--- config.mk ---
export PLATFORM = sky130hd
export DESIGN_NAME = tscr_ram
export DESIGN_NICKNAME = d
export VERILOG_FILES = /design/src/hw/rtl/tscr_ram.sv
export SDC_FILE = /design/constraint.sdc
export NUM_CORES = 1
export LEC_CHECK = 0
export BUFFER_PORTS_ARGS = -buffer_cell sky130_fd_sc_hd__buf_4
export CAP_MARGIN = 0
export CORE_ASPECT_RATIO = 1.5
export CORE_MARGIN = 3
export CORE_UTILIZATION = 45
export CTS_CLUSTER_SIZE = 16
export DETAILED_ROUTE_END_ITERATION = 10
export SLEW_MARGIN = 25
export SYNTH_ARGS = -nofsm -noshare
export SYNTH_HDL_FRONTEND = slang
export SYNTH_SLANG_ARGS = --single-unit
--- constraint.sdc ---
create_clock -name i_clk -period 5.5 [get_ports i_clk]
set_clock_uncertainty 0.15 [all_clocks]
set_input_delay 1.65 -clock i_clk [delete_from_list [all_inputs] [get_ports i_clk]]
set_output_delay 1.65 -clock i_clk [all_outputs]
set_load 0.01 [all_outputs]
--- src/hw/rtl/tscr_ram.sv ---
// Generic single-write, single-read RAM with registered read data
module tscr_ram #(
    parameter int unsigned WIDTH = 8,
    parameter int unsigned DEPTH = 16
) (
    input  logic                                  i_clk,
    input  logic                                  i_we,
    input  logic [(DEPTH > 1 ? $clog2(DEPTH) : 1)-1:0] i_waddr,
    input  logic [WIDTH-1:0]                      i_wdata,
    input  logic [(DEPTH > 1 ? $clog2(DEPTH) : 1)-1:0] i_raddr,
    output logic [WIDTH-1:0]                      o_rdata
);
    logic [WIDTH-1:0] r_mem [DEPTH];
    logic [WIDTH-1:0] r_rdata;

    always_ff @(posedge i_clk) begin
        if (i_we) begin
            r_mem[i_waddr] <= i_wdata;
        end
        r_rdata <= r_mem[i_raddr];
    end

    assign o_rdata = r_rdata;
endmodule

* Word level (Yosys, flattened, before mapping)
Memories as Yosys holds them, arrays and structs flattened. A register that Yosys moved wholly into a read port is not among the register bits.
Cells that the tools add are included.
Widths: inputs -> output; s select.
** Storage, ports and cells
- Bits in read-only memories :: 0
- Output and inout bits :: 8
- Memories kept :: 1
- Bits in latches :: 0
- Bits in registers :: 0
- Word-level logic and storage cells :: 3
- Input bits :: 18
- Bits in writable memories :: 128
** Cells by class
- Order comparisons :: 0
- $add $sub $neg :: 0
- Bitwise operators :: 0
- Div/mod/pow operators :: 0
- $mul :: 0
- Shift operators :: 0
- Reduce and logical (&&, ||, !) cells :: 0
- Equality and inequality tests :: 0
- Multiplexer cells :: 2
** Memory list
- r_mem :: words 16, bits a word 8, rd ports 1, clocked after Yosys merged registers in 1, write ports 1, line 13 : logic [WIDTH-1:0] r_mem [DEPTH];
** Operators with widths (count)
- $mux 1 :: 2

* Longest topological paths before layout
- Depth in word-level cells :: 2
- Depth in mapped cells :: 5
- Mapped depth without buffers :: 3

* Least setup slack after synthesis
Ideal clock, no wire load.
- Path type :: input -> register
- Start :: input port i_waddr[2] in the netlist's numbering
- End :: memory r_mem[0][0] (enable)
- Data arrival time :: 2760 ps
- Buffers on the path :: 0
- Setup time :: 383 ps
- Stages :: 2
- Setup slack :: 2207 ps
- Cell sequence :: or3b_2 > nor3_1
** RTL lines
- from (decl) :: line 8 : input logic [(DEPTH > 1 ? $clog2(DEPTH) : 1)-1:0] i_waddr,
- to (decl) :: line 13
No word-level cell before the write port.

* Worst setup path after layout
- Start :: input port i_waddr[2] in the netlist's numbering
- End :: memory r_mem[3][1] (enable)
No word-level cell before the write port.

==> impl_metrics.csv <==
group,metric,value,unit
clock_network,worst_skew_pair.late_latency,410,ps
critical_path,reg2reg_from,"r_mem[11][6]",
yosys,yosysWarnings,0,
critical_path,r2r_end,"o_rdata[6]",
floorplan,die_h,137.0,um
critical_path,reg2reg_slack,3970,ps
power,peakVddDrop,0.0001923,V
yosys,synth_edf_count,128,
route,viasPerCell,5.514,
route,detail_route.wl_per_cell,23.06,um
critical_path,cp_slowest_stage_delay,680,ps
critical_path,crit_chain,"buf_4 > or3b_2 > nor2_1",
clock_network,numCtsBuffers,17,
yosys,syn_nets,247,
power,p_leak,2.017,nW
global_routing,grt_pass1_wl,14690,um
critical_path,cp_data_required_time,5380,ps
clock_network,cts.repair.resized,0,
global_routing,grt_antenna_before_repair,0,
yosys,synth_top_area_cell,"edfxtp_1",
yosys,synth_top_area_share,0.7467,
place,place_ws,1743,ps
clock_network,clockBufferDepth,2,
critical_path,slowest_stage,"nor2_1",
yosys,yosysSeqAreaShare,0.7778,
yosys,synthCells,229,
floorplan,io_pins,26,
yosys,ys_seq_elements,136,
floorplan,start_util,0.4631,
clock_network,cts_max_level,4,
timing,max_clock_freq,0.3236,GHz
yosys,synth_area,5147,um^2
timing,relSlewSlack,0.3727,
route,vias,2349,
global_routing,overflow,0,
timing,fin_crit_sh,0.5618,
cells_and_area,seqCellArea,4004,um^2
critical_path,critPathLaunchType,"input port",
clock_network,cts_hold_buf,0,
cells_and_area,multi_input_area,1062,um^2
critical_path,cp_top_family,"simple AND/OR/NAND/NOR gates",
run_status,outcome,"finished clean",
global_routing,grt_pass1_vias,2575,
yosys,synth.most_common_cell,"edfxtp_1",
clock_network,root_buffer,"clkbuf_16",
clock_network,post_cts_buffers,0,
critical_path,ff2ff_path_depth,3,
timing,fin_crit,3090,ps
cells_and_area,nNetsFinal,284,
critical_path,crit_type,"in -> reg",
floorplan,die_area,12780,um^2
route,drt-initial-drc-count,250,
global_routing,grt_use_total,0.1672,
timing,tns,0,ps
flow_run,drv_cap,0,
place,dpl.hpwl,6066,um
yosys,async_flop_share,0,
place,globalplace.congestion,0.6982,
route,firstDrtPassIters,4,
clock_network,cts.clk_slew.worst_paths,60,ps
timing,drv_slew,0,
min_path,hp-class,"reg -> reg",
yosys,synth_cell_types,19,
min_path,min_from,"r_mem[15][3]",
global_routing,grt_max_degree,33,
critical_path,critical_path_buf_inv_count,1,
cells_and_area,fin_util,0.5425,
power,finalPower,2.335,mW
place,io_buffers,25,
critical_path,cp.arrival,2970,ps
timing,finalHoldViolations,0,
critical_path,worstPathMaxFanout,8,
cells_and_area,antennaDiodeCount,0,
cells_and_area,layout-area-overhead-vs-synth,17.14,%
floorplan,coreArea,11110,um^2
min_path,whs_endpoint,"o_rdata[3]",
yosys,synth_area_leaders,"edfxtp_1 75%, mux4_2 7.9%, mux4_1 7.1%",
route,drc,0,
yosys,syn_area_per_cell,22.48,um^2
floorplan,die_w,93.33,um
clock_network,numClockSinks,136,
yosys,synth_common_cells,"128 x edfxtp_1, 18 x mux4_2, 16 x a22oi_1, 14 x mux4_1, 13 x nor2_1",
timing,tightest_slew,937.5,ps
cells_and_area,stdcell_area,6030,um^2
min_path,worst_hold_path.num_cells,3,
critical_path,cp-end-kind,"flop",
cells_and_area,drive_above_1_share,0.2796,
route,routed_wl,9825,um
floorplan,rows,47,
clock_network,cts_tree,"done",
route,ant_nets,0,
timing,setup_ws,2410,ps
power,p_per_area,387.3,nW/um^2
timing,rsz0062_at_grt,"false",
cells_and_area,nFillCells,853,
timing,setup_viol,0,
yosys,ys.flop_type,"edfxtp_1",
place,place_area,5455,um^2
==> area by class of cell <==
cell class	instances	share of cell area
clock buffers	23	0.08259
clock inverters	9	0.01183
multi-input cells	83	0.1762
flip-flops and latches	136	0.6640
well taps	147	0.03050
repair buffers	28	0.03486
==> per-stage QoR <==
step           hold slack (ps)  std cells
2_1_floorplan            479.3        229
3_3_place_gp             493.1        394
3_5_place_dp             507.9        394
4_1_cts                  520.9        426
5_1_grt                  541.1        426
6_report                 511.3        426
==> cells in the final DEF (no fill, tap or decap) <==
| cell | n |
|---|---|
| nor2_1 | 13 |
| clkinv_2 | 6 |
| clkinv_1 | 1 |
| nand2_1 | 9 |
| and2_1 | 1 |
| mux4_1 | 14 |
| clkbuf_8 | 5 |
| bufinv_16 | 1 |
| and2b_1 | 1 |
| nor2b_1 | 1 |
| mux4_2 | 18 |
| a22oi_1 | 16 |
| nand3b_1 | 2 |
| clkinvlp_4 | 1 |
| nor3_2 | 1 |
| or3b_2 | 1 |
| clkbuf_16 | 17 |
| clkbuf_1 | 1 |
| dfxtp_1 | 8 |
| nand2b_1 | 2 |
| nor3_1 | 3 |
| nand3_1 | 1 |
| edfxtp_1 | 128 |
| buf_4 | 28 |
==> where the power goes <==
part / leakage, nW / switching, mW / internal, mW
Clock: 0.286 / 0.385 / 0.675
Sequential: 1.22 / 0.00635 / 1.16
Combinational: 0.508 / 0.0615 / 0.0486
==> kinds of logic (layout without fill, tap and decap cells) <==
group           after synthesis  in the layout  share of synthesized area
compound gates               16             16                    0.02334
simple gates                 35             35                    0.03184
mux                          32             32                     0.1502
flops                       136            136                     0.7778
buf+inv                      10             60                    0.01677
==> sequential cells by signal, summed over array words and instances (netlist names) <==
register and cells:
o_rdata 8, r_mem 128
==> worst max-delay path by stage <==
stage	end	cells past startpoint	startpoint	slack (ps)
floorplan	r_mem[0][0]	2	i_waddr[2]	2210
global placement	r_mem[0][5]	3	i_waddr[2]	1870
detailed placement	r_mem[0][6]	3	i_waddr[2]	1740
CTS	r_mem[0][5]	3	i_waddr[2]	2160
global route	r_mem[2][0]	3	i_waddr[2]	2370
finish	r_mem[3][1]	3	i_waddr[2]	2410
==> metal layers <==
layer	routed length [um]	track usage	up-vias
met4	91	0.06927	0
met2	5459	0.2873	65
li1	-	-	1048
met3	487	0.04675	6
met5	0	0	-
met1	3786	0.1967	1230
==> tightest hold or removal path: stages (launching register included) <==
cell and delay [ps]:
edfxtp_1 310, mux4_2 220, a22oi_1 50, nand2_1 50
Power figures use the tool's default switching activity.
